[config.mk]
export PLATFORM = sky130hd
export DESIGN_NAME = spwm_div
export DESIGN_NICKNAME = d
export VERILOG_FILES = /design/src/rtl/assert_macros.svh /design/src/rtl/spwm_div.sv
export SDC_FILE = /design/constraint.sdc
export NUM_CORES = 2
export LEC_CHECK = 0
export BUFFER_PORTS_ARGS = -buffer_cell sky130_fd_sc_hd__buf_4
export CORE_UTILIZATION = 40
export CTS_CLUSTER_DIAMETER = 60
export CTS_CLUSTER_SIZE = 30
export DETAILED_ROUTE_END_ITERATION = 10
export GPL_TIMING_DRIVEN = 0
export MAX_ROUTING_LAYER = met4
export SLEW_MARGIN = 20
export SYNTH_ARGS = -nofsm -noshare
export SYNTH_HDL_FRONTEND = slang
export SYNTH_SLANG_ARGS = --single-unit
[constraint.sdc]
create_clock -name clock -period 3.27 [get_ports clock]
set_clock_uncertainty 0.1 [all_clocks]
set_input_delay 0.4905 -clock clock [delete_from_list [all_inputs] [get_ports clock]]
set_output_delay 0.4905 -clock clock [all_outputs]
set_load 0.02 [all_outputs]
[src/rtl/assert_macros.svh]
`ifndef ASSERT_MACROS_SVH
`define ASSERT_MACROS_SVH

// Property check on the rising clock edge, switched off while reset is high.
`define SPWM_ASSERT(label, clk, rst, prop, msg) \
   label: assert property (@(posedge clk) disable iff (rst) prop) else $error(msg);

// Antecedent in one cycle, consequent in the next.
`define SPWM_ASSERT_NEXT(label, clk, rst, ante, cons, msg) \
   label: assert property (@(posedge clk) disable iff (rst) (ante) |=> (cons)) else $error(msg);

`endif

[src/rtl/spwm_div.sv]
`default_nettype none

module spwm_div #(
   parameter int NUM_W = 40,
   parameter int DEN_W = 20,
   parameter int Q_W   = 20,
   parameter int SB_W  = 2
) (
   input  logic             clock,
   input  logic [Q_W-1:0]   stage_en,
   input  logic [NUM_W-1:0] in_num,
   input  logic [DEN_W-1:0] in_den,
   input  logic [SB_W-1:0]  in_tag,
   output logic [Q_W-1:0]   quot,
   output logic [SB_W-1:0]  out_tag
);

   localparam int CW = (NUM_W > DEN_W + Q_W) ? NUM_W : DEN_W + Q_W;

   logic [NUM_W-1:0] rem_ff  [Q_W];
   logic [DEN_W-1:0] den_ff  [Q_W];
   logic [Q_W-1:0]   quot_ff [Q_W];
   logic [SB_W-1:0]  tag_ff  [Q_W];

   // Restoring division, one quotient bit per stage, most significant first.
   for (genvar j = 0; j < Q_W; j++) begin : g_step
      logic [NUM_W-1:0] rem_src;
      logic [DEN_W-1:0] den_src;
      logic [Q_W-1:0]   quot_src;
      logic [SB_W-1:0]  tag_src;
      logic [CW-1:0]    trial;
      logic             fits;
      logic [NUM_W-1:0] rem_in;
      logic [Q_W-1:0]   quot_in;

      if (j == 0) begin : g_first
         assign rem_src  = in_num;
         assign den_src  = in_den;
         assign quot_src = '0;
         assign tag_src  = in_tag;
      end else begin : g_next
         assign rem_src  = rem_ff[j-1];
         assign den_src  = den_ff[j-1];
         assign quot_src = quot_ff[j-1];
         assign tag_src  = tag_ff[j-1];
      end

      assign trial   = CW'(den_src) << (Q_W - 1 - j);
      assign fits    = CW'(rem_src) >= trial;
      assign rem_in  = fits ? NUM_W'(CW'(rem_src) - trial) : rem_src;
      assign quot_in = quot_src | (Q_W'(fits) << (Q_W - 1 - j));

      always_ff @(posedge clock) begin
         if (stage_en[j]) begin
            rem_ff[j]  <= rem_in;
            den_ff[j]  <= den_src;
            quot_ff[j] <= quot_in;
            tag_ff[j]  <= tag_src;
         end
      end
   end

   assign quot    = quot_ff[Q_W-1];
   assign out_tag = tag_ff[Q_W-1];

endmodule

`default_nettype wire

==> out/qor.yml <==
status:
  run_status: "complete, but fails checks"
  violations: "negative setup slack"
floorplan:
  row_count: 152
  die_height_um: 419.4
  die_width_um: 419.4
  design.portCount: 105
  die_footprint_um2: 175900
  core-area_um2: 172300
  initial_utilization: 0.4045
min_path:
  hold_class: "in -> reg"
final_layout:
  post_route_cells_drive_above_1_share: 0.1952
  finish.net_count: 6724
  growth_of_design_area_from_synthesis_to_finish_pct: 20.23
  most-common-layout-cells: "edfxtp_1, inv_1, a21oi_1"
  most_common_library_cell_in_the_layout_ignoring_fill_and_taps: "edfxtp_1"
  stdcell_area_um2: 83780
synthesis:
  yosysUniqueCellTypes: 91
  synth.avg_cell_area_um2: 12.20
  yosys-top-cells-area: "edfxtp_1, ha_1, a21oi_1, xnor2_1, xor2_1"
  yosys_top_cell_by_area: "edfxtp_1"
  synth_compound_area_frac: 0.1120
  adder_and_majority_gate_portion_of_the_synthesized_area: 0.07727
  post_synth_instance_area_um2: 69690
  synthSimpleGateAreaFrac: 0.1007
  synthArstFlopShare: 0
  synth-seq-area-share: 0.5989
  synthesis.instances: 5712
  synthMuxAreaShare: 0.01639
  synth_top_area_frac: 0.5989
  synth_fp_nets: 6214
  post_synth_edffs: 1390
  synthesis.yosys.warnings: 0
  ff_latch_count_synth: 1390
  ys.flop_type: "edfxtp_1"
  post_synth_xor_area_fraction: 0.06083
  largest_family_of_logic_cells_by_synthesized_area: "compound AO/OA/AOI/OAI gates"
timing:
  finalSetupTns_ps: -6159
  timing.final.setup_violations: 50
  post-route-worst-setup-slack_ps: -286.2
  slew_headroom: 0.3282
  timing_worst_slew_pin_value_ps: 1008
  min_period_over_period: 1.088
  report.final.hold_viol_count: 0
  rsz0062_at_grt: "yes"
  timing_max_transition_violations_final: 0
  timing.final.crit_period_ps: 3556
  worst_hold_slack_ps: 63.41
  clock.fmax_mhz: 281.2
placement:
  dpl-instance-area_um2: 73430
  place.port_buffers: 104
  detailedPlacementHpwl_mm: 114.9
  gp_routability_congestion: 0.9484
clocking:
  clk_root_buffer_cell: "clkbuf_16"
  clockBufferDepth: 3
  clock-sinks: 1390
  cts.reportedPaths.clkPinSlew_ps: 100
  worstSkewPairLatency_ps: 770
  cts_buffers: 108
  tritoncts: "built"
  htree_levels: 3
global_route:
  grt-ovfl-total: 0
  groute.usage.overall: 0.1773
  met3_usage: 0.02217
  gr-usage-met1: 0.1721
  grt_most_used_layer: "met2"
  antenna_violations_before_repair: 1
  first_global_vias: 45740
  pin_count_of_the_biggest_net_entering_global_routing: 82
  global_route.usage.met2: 0.3426
  wire_length_of_the_first_global_routing_pass_mm: 239.9
critical_path:
  critical_path.endpoint_type: "flop"
  critPathMaxFanout: 8
  worst_ep_arrival_time_ps: 3960
  timing.critical_path.from_type: "flop"
  worstPathRequired_ps: 3680
  criticalPathCategory: "reg -> reg"
detailed_routing:
  postRouteWirelength_mm: 154.4
  wire_per_inst_um: 17.90
  vias: 44830
  drt-vias-per-instance: 5.196
  initialDrtViolationCount: 2332
  detailedRoute.firstPassIterationCount: 5
  drc_errors: 0
  drtAntennaViolNets: 0
job:
  max_cap_viol_count: 0
power:
  worst_ir_drop_vdd_mv: 0.4577
  power.density_nw_per_um2: 798.3
  leakagePower_nw: 31.95
-- synthesized netlist by cell type (8+ instances only) --
cell type  count
o21ai_0      289
or2_2         15
nand3b_1      17
ha_1         400
o41ai_1        9
fa_1          19
nor4_1        91
buf_2         11
a311oi_1       8
nor3_1       113
a31oi_1       29
a2111oi_0      8
clkbuf_1      71
or3_1         41
nor3b_1       10
mux2_2        92
buf_1         10
and2_1        12
nand2b_1      75
nand4_1       53
a21o_1       158
a211oi_1      28
edfxtp_1    1390
o2111ai_1      8
or4_1         30
o211ai_1      22
nor2b_1       55
and3_1        16
nand2_1      347
a21boi_0      16
a21oi_1      465
o31ai_1       23
nand3_1      102
xnor2_1      259
o31a_1        10
a31o_2        11
nor2_1       406
inv_1        522
o21a_1        58
o21bai_1      46
a211o_1       13
nor4b_1       17
xor2_1       225
-- cells by family (layout without fill, tap and decap cells) --
| group | Yosys count | after routing |
|---|---|---|
| compound gates | 1269 | 1269 |
| simple gates | 1429 | 1430 |
| buf+inv | 620 | 1223 |
| fa+ha+maj | 419 | 419 |
| other cells | 0 | 1 |
| mux | 101 | 101 |
| xor+xnor | 484 | 484 |
| flops | 1390 | 1390 |
-- worst max-delay path: stages (launching register included) --
cell	delay, ps
edfxtp_1	420
inv_1	80
ha_2	190
fa_2	210
nand2b_4	140
a21oi_4	60
o31a_1	290
nor4b_4	310
o31ai_4	110
a211o_1	360
a2111oi_4	440
buf_6	220
mux2_2	360
-- per-stage QoR --
stage | total power (W) | std cells | worst slack [ps] | util
final | 0.06689 | 8627 | -286.2 | 0.4863
after global routing | 0.07076 | 8627 | -393.6 | 0.4863
after CTS | 0.06484 | 8511 | -180.0 | 0.4708
after detailed placement | 0.04806 | 8128 | -1833 | 0.4261
after global placement | 0.04767 | 8126 | -2231 | 0.4259
after floorplan | 0.04256 | 5712 | 8.831 | -
-- state kept, by name (all words and copies together) (netlist names) --
signal and flops:
den_ff 380, quot_ff 210, rem_ff 760, tag_ff 40
-- power by group --
group | internal (W) | total [W] | switching, W
Sequential | 0.0245 | 0.0269 | 0.00239
Clock | 0.00719 | 0.0144 | 0.00723
Combinational | 0.0117 | 0.0255 | 0.0138
-- what timing repair did --
item / in CTS / in global routing
setup endpoints to repair: 579 / 428
resized for setup: 494 / 369
hold endpoints to repair: 82 / 0
hold buffers: 61 / 0
pin swaps: 134 / 198
cloned: 4 / 1
buffers inserted: 130 / 123
-- area by class of cell --
class	count	area, um2
Fill cell	14920	88520
Sequential cell	1390	41740
Multi-Input combinational cell	3703	28970
Timing Repair Buffer	419	3543
Tap cell	2310	2890
Clock buffer	112	2739
Inverter	525	1973
Clock inverter	92	1257
Buffer	75	669.4
Antenna cell	1	2.502
-- per-layer routing --
metal | part of all wire | wire [um]
met3 | 0.026 | 4050
met1 | 0.36 | 56310
met4 | 0.052 | 8090
met2 | 0.56 | 85990
met5 | 0 | 0
-- worst paths after layout --
kind | cells past startpoint | endpoint | from | slack [ps]
worst min register to register | 0 | tag_ff[4][1]$_DFFE_PP_ | tag_ff[3][7]$_DFFE_PP_ | 300
worst max-delay path | 12 | rem_ff[3][22]$_DFFE_PP_ | rem_ff[2][16]$_DFFE_PP_ | -290
worst min-delay path | 3 | rem_ff[0][35]$_DFFE_PP_ | in_num[35] | 60
worst max register to register | 12 | rem_ff[3][22]$_DFFE_PP_ | rem_ff[2][16]$_DFFE_PP_ | -290
No activity file was read; power rests on OpenSTA's default activity.
