`config.mk`:
```
export PLATFORM = sky130hd
export DESIGN_NAME = spwm_carrier
export DESIGN_NICKNAME = d
export VERILOG_FILES = /design/src/rtl/assert_macros.svh /design/src/rtl/spwm_pkg.sv /design/src/rtl/spwm_carrier.sv
export SDC_FILE = /design/constraint.sdc
export NUM_CORES = 2
export LEC_CHECK = 0
export BUFFER_PORTS_ARGS = -buffer_cell sky130_fd_sc_hd__buf_2
export CELL_PAD_IN_SITES_DETAIL_PLACEMENT = 0
export CELL_PAD_IN_SITES_GLOBAL_PLACEMENT = 2
export CORE_ASPECT_RATIO = 1.75
export CORE_UTILIZATION = 42
export DETAILED_ROUTE_END_ITERATION = 10
export PLACE_DENSITY_LB_ADDON = 0.1
export SKIP_CTS_REPAIR_TIMING = 1
export SLEW_MARGIN = 10
export SYNTH_ARGS = -nofsm -noshare
export SYNTH_HDL_FRONTEND = slang
export SYNTH_SLANG_ARGS = --single-unit
```
`constraint.sdc`:
```
create_clock -name clock -period 15.7 [get_ports clock]
set_clock_uncertainty 0.2 [all_clocks]
set_input_delay 1.57 -clock clock [delete_from_list [all_inputs] [get_ports clock]]
set_output_delay 1.57 -clock clock [all_outputs]
set_load 0.05 [all_outputs]
```
`src/rtl/assert_macros.svh`:
```
`ifndef ASSERT_MACROS_SVH
`define ASSERT_MACROS_SVH

// Property check on the rising clock edge, switched off while reset is high.
`define SPWM_ASSERT(label, clk, rst, prop, msg) \
   label: assert property (@(posedge clk) disable iff (rst) prop) else $error(msg);

// Antecedent in one cycle, consequent in the next.
`define SPWM_ASSERT_NEXT(label, clk, rst, ante, cons, msg) \
   label: assert property (@(posedge clk) disable iff (rst) (ante) |=> (cons)) else $error(msg);

`endif

```
`src/rtl/spwm_pkg.sv`:
```
`default_nettype none

package spwm_pkg;

   localparam int VOLT_W     = 16;
   localparam int BUS_W      = 15;
   localparam int SPEED_W    = 20;
   localparam int FREQ_W     = 20;
   localparam int DUTY_W     = 16;
   localparam int MOD_W      = 15;
   localparam int CSR_ADDR_W = 3;
   localparam int CSR_DATA_W = 20;
   localparam int REQ_DATA_W = 72;
   localparam int RSP_DATA_W = 72;

   // Pipeline shape: four front stages, one divider step per stage, one output stage.
   localparam int FRONT_STAGES = 4;
   localparam int DIV_Q_W      = 20;
   localparam int LATENCY      = FRONT_STAGES + DIV_Q_W + 1;

   localparam int CAR_NUM_W  = 40;
   localparam int MAG_W      = 32;
   localparam int DUTY_NUM_W = 49;
   localparam int LANES      = 3;

   localparam logic [29:0] INV_TWO_PI_Q32 = 30'd683565276;
   localparam logic [16:0] HALF_SQRT3_Q16 = 17'd56756;
   localparam logic [15:0] DUTY_HALF      = 16'd32768;
   localparam logic [15:0] DUTY_MAX       = 16'd65535;
   localparam logic [14:0] BUS_MIN        = 15'd16;
   localparam logic [31:0] TINY_MAG       = 32'd10;

   localparam logic [14:0] MAX_MOD_RESET       = 15'd16384;
   localparam logic [19:0] BAND_START_RESET    = 20'd0;
   localparam logic [19:0] BAND_END_RESET      = 20'd0;
   localparam logic [19:0] CARRIER_START_RESET = 20'd16000;
   localparam logic [19:0] CARRIER_END_RESET   = 20'd16000;

   typedef enum logic [2:0] {
      REG_MAX_MOD       = 3'd0,
      REG_BAND_START    = 3'd1,
      REG_BAND_END      = 3'd2,
      REG_CARRIER_START = 3'd3,
      REG_CARRIER_END   = 3'd4
   } reg_index_type;

   typedef enum logic [1:0] {
      CAR_START = 2'd0,
      CAR_END   = 2'd1,
      CAR_RAMP  = 2'd2
   } car_mode_type;

   typedef struct packed {
      logic [14:0] max_mod_index;
      logic [19:0] band_start_freq;
      logic [19:0] band_end_freq;
      logic [19:0] carrier_start_freq;
      logic [19:0] carrier_end_freq;
   } cfg_type;

   typedef struct packed {
      logic low_bus;
      logic sat;
      logic neg;
   } duty_tag_type;

endpackage

`default_nettype wire

```
`src/rtl/spwm_carrier.sv`:
```
`default_nettype none

module spwm_carrier (
   input  logic                                  clock,
   input  logic [spwm_pkg::FRONT_STAGES-1:0]     stage_en,
   input  spwm_pkg::cfg_type                     cfg,
   input  logic signed [spwm_pkg::SPEED_W-1:0]   elec_speed,
   output logic [spwm_pkg::CAR_NUM_W-1:0]        div_num,
   output logic [spwm_pkg::FREQ_W-1:0]           div_den,
   output spwm_pkg::car_mode_type                mode
);

   import spwm_pkg::*;

   logic [SPEED_W-1:0]    speed_mag;
   logic [49:0]           speed_prod;
   logic [33:0]           f16_in;
   logic [33:0]           f16_ff;
   logic [FREQ_W-1:0]     carrier_diff;
   logic signed [20:0]    band_diff;
   logic                  bypass;
   logic signed [36:0]    num;
   logic [35:0]           den;
   logic [35:0]           num_in;
   logic [35:0]           num_ff;
   car_mode_type          mode_in;
   car_mode_type          mode2_ff;
   car_mode_type          mode3_ff;
   car_mode_type          mode4_ff;
   logic [55:0]           prod;
   logic [56:0]           sum;
   logic [CAR_NUM_W-1:0]  numer_in;
   logic [CAR_NUM_W-1:0]  numer3_ff;
   logic [CAR_NUM_W-1:0]  numer4_ff;

   // Fundamental frequency with 16 fraction bits.
   assign speed_mag  = elec_speed[SPEED_W-1] ? SPEED_W'(-elec_speed) : SPEED_W'(elec_speed);
   assign speed_prod = 50'(speed_mag) * 50'(INV_TWO_PI_Q32);
   assign f16_in     = 34'((speed_prod + 50'd32768) >> 16);

   assign carrier_diff = (cfg.carrier_start_freq > cfg.carrier_end_freq)
                       ? cfg.carrier_start_freq - cfg.carrier_end_freq
                       : cfg.carrier_end_freq - cfg.carrier_start_freq;
   assign band_diff = $signed({1'b0, cfg.band_end_freq}) - $signed({1'b0, cfg.band_start_freq});
   assign bypass    = (carrier_diff <= 20'd1) || (band_diff <= 21'sd1);

   assign num    = $signed({3'b000, f16_ff}) - $signed({1'b0, cfg.band_start_freq, 16'h0000});
   assign den    = {band_diff[19:0], 16'h0000};
   assign num_in = num[35:0];

   always_comb begin
      if (bypass || num <= 37'sd0) begin
         mode_in = CAR_START;
      end else if (num[35:0] >= den) begin
         mode_in = CAR_END;
      end else begin
         mode_in = CAR_RAMP;
      end
   end

   // Rounded step numerator, already divided by the 2^16 of the band scale.
   assign prod     = 56'(carrier_diff) * 56'(num_ff);
   assign sum      = 57'(prod) + 57'({band_diff[19:0], 15'h0000});
   assign numer_in = sum[55:16];

   always_ff @(posedge clock) begin
      if (stage_en[0]) begin
         f16_ff <= f16_in;
      end
      if (stage_en[1]) begin
         num_ff   <= num_in;
         mode2_ff <= mode_in;
      end
      if (stage_en[2]) begin
         numer3_ff <= numer_in;
         mode3_ff  <= mode2_ff;
      end
      if (stage_en[3]) begin
         numer4_ff <= numer3_ff;
         mode4_ff  <= mode3_ff;
      end
   end

   assign div_num = numer4_ff;
   assign div_den = band_diff[19:0];
   assign mode    = mode4_ff;

endmodule

`default_nettype wire

```
==> key figures <==
Floorplanning
  – # rows: 154
  – Full die area: 103700 um2
  – Die width: 243.9 um
  – IO Pins: 182
  – Initial Utilization: 42.51%
  – Core area: 101200 um2
  – Die height: 425.3 um

Logic synthesis
  – Syn Inst Count: 4586
  – EDFF count, synth: 156
  – Synth async-reset ratio: 0%
  – Post-Syn Area per Cell: 9.378 um2
  – Post-synthesis sequential area ratio: 10.89%
  – Synth Net Count: 6042
  – Synth Flop Type: edfxtp_1
  – Mapped Area: 43010 um2
  – Dominant cell type by area after synthesis: fa_1
  – Top-area cell type share of the netlist area: 38.26%
  – Cell variety after synth: 92
  – Yosys warning count: 0
  – Seq cells post-synth: 156
  – Largest cells by area after synthesis: fa_1, ha_1, edfxtp_1, inv_1, nand2_1

Routing
  – Number of vias per cell: 5.285
  – DRC Markers: 0
  – Drt total wl: 146.6 mm
  – Starting DRT DRC Count: 1265
  – Drt pass-1 iters: 5
  – Post-DR wirelength/cell: 24.30 um
  – Routed Antenna Nets: 0
  – Vias after detailed routing: 31902

Placed design
  – Routability cong.: 0.9753
  – Setup WS pre-CTS: 1.725 ns
  – Hpwl dp: 124.5 mm
  – Quantity of I/O buffers inserted on ports: 166

Critical path
  – RR Endpoint: numer3_ff[33]
  – FF-to-FF Start: num_ff[9]
  – Cells on worst reg2reg path: 26
  – Crit path capture type: register
  – Slowest CP cell: nor4b_1
  – Worst stage delay on the critical path: 0.91 ns
  – Worst Path Max Fanout: 11
  – Worst Path Arrival: 13.68 ns
  – Flop-to-flop setup slack: 6.38 ns
  – Most frequent CP cell: fa_1
  – Critical path class: in2reg
  – WP data required: 15.73 ns
  – Startpoint Class: input port

Final layout
  – Commonest non-fill, non-tap cell in the layout: inv_1
  – Layout cells sized above 1: 7.280%
  – Most frequent cells in the layout: inv_1, fa_1, nand2_1
  – Nets: 6141
  – Layout area overhead: 7.552%

STA
  – Slew HR: 17.18%
  – Post-Route Setup TNS: 0 ns
  – Slew at the pin closest to its max-slew limit: 1.242 ns
  – Worst setup margin: 2.045 ns
  – Max frequency: 0.07323 GHz
  – Post-route minimum period: 13.66 ns
  – Final count of pins violating max slew: 0
  – RSZ-0062 raised after global routing: no
  – Final period util: 86.98%
  – Fin. Hold Viols: 0
  – Final setup violation count: 0

Outcome
  – Outcome: completed

Global routing
  – First-pass GRT wire length: 217.5 mm
  – Initial antenna violation count: 14
  – Gr ovfl total: 0
  – Vias in the first global route: 35641
  – Total Routing Usage GR: 29.08%
  – Largest net degree at the start of global routing: 43

Min path
  – Hold EP: div_num[36]
  – Hold Path Depth: 0
  – Hold Startpoint: numer3_ff[36]
  – Worst hold path class: reg2reg

Clock network
  – Clock sinks: 156
  – Clock Pin Slew Worst Setup and Hold Paths: 0.07 ns
  – CTS Buf Count: 17
  – Max Buffers Root-to-Sink: 2
  – Htree depth: 4
  – Root Buffer: clkbuf_16
  – CTS tree: done
  – Worst-Skew Late Latency: 0.49 ns

Flow run
  – Max_cap viols: 0
[metrics by stage]
step / cell area [um2] / std cells / hold WS (ns) / utilization [%]
floorplan: 43010 / 4586 / 0.2003 / -
global placement: 45620 / 5992 / 0.2028 / 45.09
detailed placement: 45620 / 5992 / 0.2054 / 45.10
CTS: 46230 / 6024 / 0.2161 / 45.70
global route: 46250 / 6033 / 0.2218 / 45.72
finish: 46260 / 6036 / 0.2167 / 45.73
[critical path: cells and delay by family]
family,cells,cell delay [ns]
fa+ha+maj,8,4.18
xor+xnor,2,0.72
simple gates,9,3.69
compound gates,9,2.81
buf+inv,4,0.67
[per-layer routing]
| metal | global-route usage (%) | share of wire [%] |
|---|---|---|
| met4 | 25.84 | 10 |
| met5 | 0 | 0.022 |
| met1 | 25.99 | 31 |
| met2 | 57.45 | 56 |
| met3 | 1.973 | 2.3 |
[cell families after synthesis]
family          Yosys count  share of synthesized area, %
fa+ha+maj              1336                         53.22
buf+inv                1253                         11.00
compound gates          498                         7.727
xor+xnor                168                         3.456
simple gates           1161                         13.37
flops                   156                         10.89
mux                      14                        0.3404
[sequential cells by signal, summed over array words and instances (netlist names)]
register and count:
numer3_ff 40, div_num 40, num_ff 36, mode 2, f16_ff 34, mode3_ff 2, mode2_ff 2
[layout make-up]
class,instances,area (um2)
Antenna cell,12,30.03
Clock buffer,17,425.4
Clock inverter,15,181.4
Fill cell,10184,54900
Inverter,1087,4080
Multi-Input combinational cell,3177,33760
Sequential cell,156,4684
Tap cell,1326,1659
Timing Repair Buffer,246,1431
[how the worst max path moves through the flow]
stage	slack [ns]	to	startpoint	depth (start not counted)
after detailed placement	1.73	f16_ff[33]	elec_speed[3]	32
after global placement	1.51	numer3_ff[33]	cfg[20]	37
final	2.04	f16_ff[33]	elec_speed[3]	32
after CTS	2.17	numer3_ff[33]	cfg[20]	37
after global routing	1.61	f16_ff[33]	elec_speed[3]	32
after floorplan	4.34	f16_ff[33]	elec_speed[3]	31
[Yosys cell counts (35+ instances only)]
cell type,count
a21o_1,73
a21oi_1,138
and2_1,250
clkbuf_1,151
edfxtp_1,156
fa_1,822
ha_1,514
inv_1,1087
nand2_1,554
nand2b_1,35
nand3_1,40
nor2_1,77
nor2b_1,38
nor3_1,39
o21ai_0,86
xnor2_1,106
xor2_1,60
Power is left out: the tool's default activity adds up to more than one toggle a clock period on the data nets, which glitch-free logic cannot reach.
