===== src/rtl/assert_macros.svh =====
`ifndef ASSERT_MACROS_SVH
`define ASSERT_MACROS_SVH

// Property check on the rising clock edge, switched off while reset is high.
`define SPWM_ASSERT(label, clk, rst, prop, msg) \
   label: assert property (@(posedge clk) disable iff (rst) prop) else $error(msg);

// Antecedent in one cycle, consequent in the next.
`define SPWM_ASSERT_NEXT(label, clk, rst, ante, cons, msg) \
   label: assert property (@(posedge clk) disable iff (rst) (ante) |=> (cons)) else $error(msg);

`endif


===== src/rtl/spwm_pkg.sv =====
`default_nettype none

package spwm_pkg;

   localparam int VOLT_W     = 16;
   localparam int BUS_W      = 15;
   localparam int SPEED_W    = 20;
   localparam int FREQ_W     = 20;
   localparam int DUTY_W     = 16;
   localparam int MOD_W      = 15;
   localparam int CSR_ADDR_W = 3;
   localparam int CSR_DATA_W = 20;
   localparam int REQ_DATA_W = 72;
   localparam int RSP_DATA_W = 72;

   // Pipeline shape: four front stages, one divider step per stage, one output stage.
   localparam int FRONT_STAGES = 4;
   localparam int DIV_Q_W      = 20;
   localparam int LATENCY      = FRONT_STAGES + DIV_Q_W + 1;

   localparam int CAR_NUM_W  = 40;
   localparam int MAG_W      = 32;
   localparam int DUTY_NUM_W = 49;
   localparam int LANES      = 3;

   localparam logic [29:0] INV_TWO_PI_Q32 = 30'd683565276;
   localparam logic [16:0] HALF_SQRT3_Q16 = 17'd56756;
   localparam logic [15:0] DUTY_HALF      = 16'd32768;
   localparam logic [15:0] DUTY_MAX       = 16'd65535;
   localparam logic [14:0] BUS_MIN        = 15'd16;
   localparam logic [31:0] TINY_MAG       = 32'd10;

   localparam logic [14:0] MAX_MOD_RESET       = 15'd16384;
   localparam logic [19:0] BAND_START_RESET    = 20'd0;
   localparam logic [19:0] BAND_END_RESET      = 20'd0;
   localparam logic [19:0] CARRIER_START_RESET = 20'd16000;
   localparam logic [19:0] CARRIER_END_RESET   = 20'd16000;

   typedef enum logic [2:0] {
      REG_MAX_MOD       = 3'd0,
      REG_BAND_START    = 3'd1,
      REG_BAND_END      = 3'd2,
      REG_CARRIER_START = 3'd3,
      REG_CARRIER_END   = 3'd4
   } reg_index_type;

   typedef enum logic [1:0] {
      CAR_START = 2'd0,
      CAR_END   = 2'd1,
      CAR_RAMP  = 2'd2
   } car_mode_type;

   typedef struct packed {
      logic [14:0] max_mod_index;
      logic [19:0] band_start_freq;
      logic [19:0] band_end_freq;
      logic [19:0] carrier_start_freq;
      logic [19:0] carrier_end_freq;
   } cfg_type;

   typedef struct packed {
      logic low_bus;
      logic sat;
      logic neg;
   } duty_tag_type;

endpackage

`default_nettype wire


===== src/rtl/spwm_duty.sv =====
`default_nettype none

module spwm_duty (
   input  logic                                clock,
   input  logic [spwm_pkg::FRONT_STAGES-1:0]   stage_en,
   input  logic [spwm_pkg::MOD_W-1:0]          max_mod_index,
   input  logic signed [spwm_pkg::VOLT_W-1:0]  volt_alpha,
   input  logic signed [spwm_pkg::VOLT_W-1:0]  volt_beta,
   input  logic [spwm_pkg::BUS_W-1:0]          bus_voltage,
   output logic [spwm_pkg::DUTY_NUM_W-1:0]     div_num [spwm_pkg::LANES],
   output logic [spwm_pkg::MAG_W-1:0]          div_den,
   output spwm_pkg::duty_tag_type              tag [spwm_pkg::LANES]
);

   import spwm_pkg::*;

   logic signed [33:0]    half_a;
   logic signed [33:0]    beta_term;
   logic signed [33:0]    phase_in  [LANES];
   logic signed [33:0]    phase_ff  [LANES];
   logic [30:0]           lim_in;
   logic [30:0]           lim_ff;
   logic [BUS_W-1:0]      bus1_ff;
   logic [MAG_W-1:0]      mag_in    [LANES];
   logic [MAG_W-1:0]      mag2_ff   [LANES];
   logic                  neg2_ff   [LANES];
   logic [MAG_W-1:0]      mx_in;
   logic [MAG_W-1:0]      mx2_ff;
   logic                  scale_in;
   logic                  scale2_ff;
   logic [BUS_W-1:0]      bus2_ff;
   logic [DUTY_NUM_W-1:0] num3_in   [LANES];
   logic [DUTY_NUM_W-1:0] num3_ff   [LANES];
   logic                  neg3_ff   [LANES];
   logic [MAG_W-1:0]      den3_in;
   logic [MAG_W-1:0]      den3_ff;
   logic                  low3_ff;
   logic [DUTY_NUM_W-1:0] num4_ff   [LANES];
   logic [MAG_W-1:0]      den4_ff;
   duty_tag_type          tag4_in   [LANES];
   duty_tag_type          tag4_ff   [LANES];

   // Amplitude-invariant inverse Clarke, 16 fraction bits.
   assign half_a      = 34'(volt_alpha) <<< 15;
   assign beta_term   = 34'(volt_beta) * 34'($signed({1'b0, HALF_SQRT3_Q16}));
   assign phase_in[0] = 34'(volt_alpha) <<< 16;
   assign phase_in[1] = beta_term - half_a;
   assign phase_in[2] = 34'sd0 - half_a - beta_term;
   assign lim_in      = (31'(bus_voltage) * 31'(max_mod_index)) << 1;

   for (genvar i = 0; i < LANES; i++) begin : g_mag
      assign mag_in[i] = phase_ff[i][33] ? 32'(-phase_ff[i]) : 32'(phase_ff[i]);
   end

   always_comb begin
      mx_in = mag_in[0];
      if (mag_in[1] > mx_in) begin
         mx_in = mag_in[1];
      end
      if (mag_in[2] > mx_in) begin
         mx_in = mag_in[2];
      end
   end

   assign scale_in = (mx_in > 32'(lim_ff)) && (mx_in > TINY_MAG);

   // When scaling, the bus voltage cancels out of the division exactly.
   for (genvar i = 0; i < LANES; i++) begin : g_num
      assign num3_in[i] = scale2_ff
                        ? ((DUTY_NUM_W'(mag2_ff[i]) * DUTY_NUM_W'(max_mod_index)) << 1)
                          + DUTY_NUM_W'(mx2_ff >> 1)
                        : DUTY_NUM_W'(mag2_ff[i]) + DUTY_NUM_W'(bus2_ff >> 1);
      assign tag4_in[i] = '{low_bus: low3_ff,
                            sat:     num3_ff[i] >= DUTY_NUM_W'({den3_ff, 15'h0000}),
                            neg:     neg3_ff[i]};
   end

   assign den3_in = scale2_ff ? mx2_ff : MAG_W'(bus2_ff);

   always_ff @(posedge clock) begin
      if (stage_en[0]) begin
         phase_ff <= phase_in;
         lim_ff   <= lim_in;
         bus1_ff  <= bus_voltage;
      end
      if (stage_en[1]) begin
         mag2_ff   <= mag_in;
         for (int i = 0; i < LANES; i++) begin
            neg2_ff[i] <= phase_ff[i][33];
         end
         mx2_ff    <= mx_in;
         scale2_ff <= scale_in;
         bus2_ff   <= bus1_ff;
      end
      if (stage_en[2]) begin
         num3_ff <= num3_in;
         neg3_ff <= neg2_ff;
         den3_ff <= den3_in;
         low3_ff <= bus2_ff <= BUS_MIN;
      end
      if (stage_en[3]) begin
         num4_ff <= num3_ff;
         den4_ff <= den3_ff;
         tag4_ff <= tag4_in;
      end
   end

   assign div_num = num4_ff;
   assign div_den = den4_ff;
   assign tag     = tag4_ff;

endmodule

`default_nettype wire

===== config.mk =====
export PLATFORM = sky130hd
export DESIGN_NAME = spwm_duty
export DESIGN_NICKNAME = d
export VERILOG_FILES = /design/src/rtl/assert_macros.svh /design/src/rtl/spwm_pkg.sv /design/src/rtl/spwm_duty.sv
export SDC_FILE = /design/constraint.sdc
export NUM_CORES = 2
export LEC_CHECK = 0
export ABC_AREA = 1
export ABC_CLOCK_PERIOD_IN_PS = 7780
export BUFFER_PORTS_ARGS = -buffer_cell sky130_fd_sc_hd__clkbuf_2
export CAP_MARGIN = 10
export CELL_PAD_IN_SITES_DETAIL_PLACEMENT = 1
export CELL_PAD_IN_SITES_GLOBAL_PLACEMENT = 1
export CORE_AREA = 10 10 337 583
export DETAILED_ROUTE_END_ITERATION = 10
export DIE_AREA = 0 0 347 593
export PLACE_DENSITY_LB_ADDON = 0.1
export SKIP_LAST_GASP = 1
export SLEW_MARGIN = 0
export SYNTH_ARGS = -nofsm -noshare
export SYNTH_HDL_FRONTEND = slang
export SYNTH_SLANG_ARGS = --single-unit

===== constraint.sdc =====
create_clock -name clock -period 7.78 [get_ports clock]
set_clock_uncertainty 0.2 [all_clocks]
set_input_delay 1.167 -clock clock [delete_from_list [all_inputs] [get_ports clock]]
set_output_delay 1.167 -clock clock [all_outputs]
set_load 0.05 [all_outputs]

==> out/results.tsv <==
metric	value	unit
total CTS buffers	57	
Slew @ Worst Pin	1258	ps
ys async rst share	0	%
htree depth	2	
# IOs	255	
Final Hold Vio Count	0	
min Tclk post-route	7750	ps
die area	205800	sq um
PortBufs	254	
sequential area share after synthesis	20.66	%
Root Buffer	clkbuf_16	
TritonRoute pass-1 iters	5	
core area	186600	sq um
drc violations	0	
Reg2Reg Setup Slack	150	ps
clock sink count	573	
final wirelength	334700	um
Worst Path Class, Setup	primary input to register	
startpoint types	primary input	
number of global-route vias before repair	82910	
status	finished, final reports clean	
most used cell, CP	fa_1	
Synth top cells by count	inv_1 (2,390), nand2_1 (2,317), fa_1 (1,198), ha_1 (843), edfxtp_1 (573)	
maximum number of pins on one net before global-route repair	154	
CTS tree	yes	
fillers	22060	
Data required, critical path	8050	ps
Die Y	593	um
# rows	210	
initial antenna violation count	10	
Die Span X	347	um
crit end category	register	
Mapped Cells	9853	
count leader, synth	inv_1	
gpl congestion	0.9399	
Reg clk slew, reported paths	70	ps
Layout area overhead	23.73	%
area share of the largest cell type after synthesis	28.80	%
largest cells by area after synthesis	fa_1 (29%), edfxtp_1 (21%), ha_1 (13%)	
Syn Nets	11960	
Crit-path slowest cell	fa_1	
cts hold-fix bufs	0	
GRT Residual Overflow	0	
post-synth cell types	71	
Max Cap Viol	0	
final worst slack	29.68	ps
Vias	72830	
HPWL Detailed	279000	um
GRT Resource Usage Total	31.68	%
fmax	129.0	MHz
WP data arrival	8020	ps
routed length per instance	24.42	um
area of the mapped netlist	83270	sq um
first-pass GRT wire length	489500	um
Final period util	99.62	%
later-pin clock latency in the skew report	720	ps
Post-synth EDFFs	573	
pins over their slew limit	0	
Hold Path Class	register to register	
largest area contributor in the netlist	fa_1	
Yosys warning total	0	
number of routed nets with antenna violations	0	
RSZ-0062 raised after global routing	yes	
Rel. slew slack	16.10	%
average cell area after synthesis	8.451	sq um
crit path max fanout	7	
Final setup violation count	0	
Yosys reg bits	573	
clock tree buffer depth	3	
Initial DRC Count	3461	
peak per-stage delay on the critical path	530	ps
DP Worst Slack	-1434	ps
top_reg_cell synth	edfxtp_1	
initial core utilization	44.63	%
Final nets	13330	
share of post-route cells with drive strength above 1	20.86	%
Via density	5.314	
layer usage:
metal	vias up	GRT usage (%)	wire, um
met5	-	0	58
met4	8	25.93	34410
met3	1069	3.479	12890
met2	1945	60.57	178200
met1	37080	30.21	109200
li1	32730	-	-
cells by family (layout without fill, tap and decap cells):
| logic type | Yosys count | count (layout) | synth area share (%) |
|---|---|---|---|
| fa+ha+maj | 2041 | 2041 | 41.47 |
| other cells | 0 | 6 | 0 |
| compound gates | 1070 | 1070 | 7.153 |
| simple gates | 3096 | 3096 | 14.82 |
| flops | 573 | 573 | 20.66 |
| xor+xnor | 310 | 310 | 3.279 |
| buf+inv | 2763 | 4173 | 12.62 |
metrics by stage:
stage / cells / utilization, % / TNS, ps / cell area, sq um / hold slack [ps]
floorplan: 9853 / - / -24.37 / 83430 / 200.3
global placement: 13470 / 51.68 / -69600 / 96410 / 203.1
detailed placement: 13470 / 51.68 / -85480 / 96410 / 207.1
CTS: 13610 / 53.36 / 0 / 99550 / 204.8
global route: 13700 / 55.22 / -5109 / 103000 / 221.6
finish: 13710 / 55.22 / 0 / 103000 / 212.4
final cells by class:
type,count,area [sq um],share of cell area (%)
Multi-Input combinational cell,6517,58550,56.83
Sequential cell,573,17210,16.70
Timing Repair Buffer,1668,13200,12.81
Inverter,2400,9019,8.754
Tap cell,2438,3050,2.961
Clock buffer,65,1456,1.414
Clock inverter,40,528.0,0.5125
Antenna cell,6,15.01,0.01457
repair_timing:
item,in CTS,in global routing
setup endpoints to repair,70,91
buffers inserted,32,85
pin swaps,42,277
gates cloned,3,9
gates resized for setup,189,602
registers in the layout, indices dropped and copies added, names as in the netlist:
register,flops
mag2_ff,75
div_den,16
neg3_ff,3
div_num,142
den3_ff,31
tag,7
lim_ff,30
low3_ff,1
bus2_ff,15
mx2_ff,30
scale2_ff,1
num3_ff,127
neg2_ff,3
bus1_ff,15
phase_ff,77
cell usage in the layout, fill, tap and decap left out, types with 66 or more instances in the layout:
| cell | Yosys | final |
|---|---|---|
| nand2_1 | 2317 | 2235 |
| nand3_1 | 148 | 135 |
| o21ai_1 | 43 | 68 |
| xor2_1 | 196 | 184 |
| fa_1 | 1198 | 1190 |
| edfxtp_1 | 573 | 573 |
| clkbuf_2 | 1 | 235 |
| clkbuf_16 | 0 | 66 |
| o21ai_0 | 325 | 255 |
| a21oi_1 | 476 | 369 |
| ha_1 | 843 | 770 |
| nand2_2 | 12 | 77 |
| inv_1 | 2390 | 2357 |
| buf_4 | 25 | 1305 |
| nor2_1 | 418 | 338 |
| xnor2_1 | 112 | 104 |
| a21oi_2 | 4 | 92 |
critical path: cells and delay by family:
family / cells / cell delay [ps]
xor+xnor: 1 / 200
fa+ha+maj: 8 / 3650
buf+inv: 11 / 1360
simple gates: 12 / 1050
compound gates: 3 / 540
worst paths after layout:
kind	startpoint	to	cells after the start
worst max-delay path	max_mod_index[1]	num3_ff[93]	35
worst max register to register	mag2_ff[9]	num3_ff[45]	36
worst min-delay path	neg3_ff[2]	tag[6]	0
worst min register to register	neg3_ff[2]	tag[6]	0
Power is left out: the tool's default activity adds up to more than one toggle a clock period on the data nets, which glitch-free logic cannot reach.
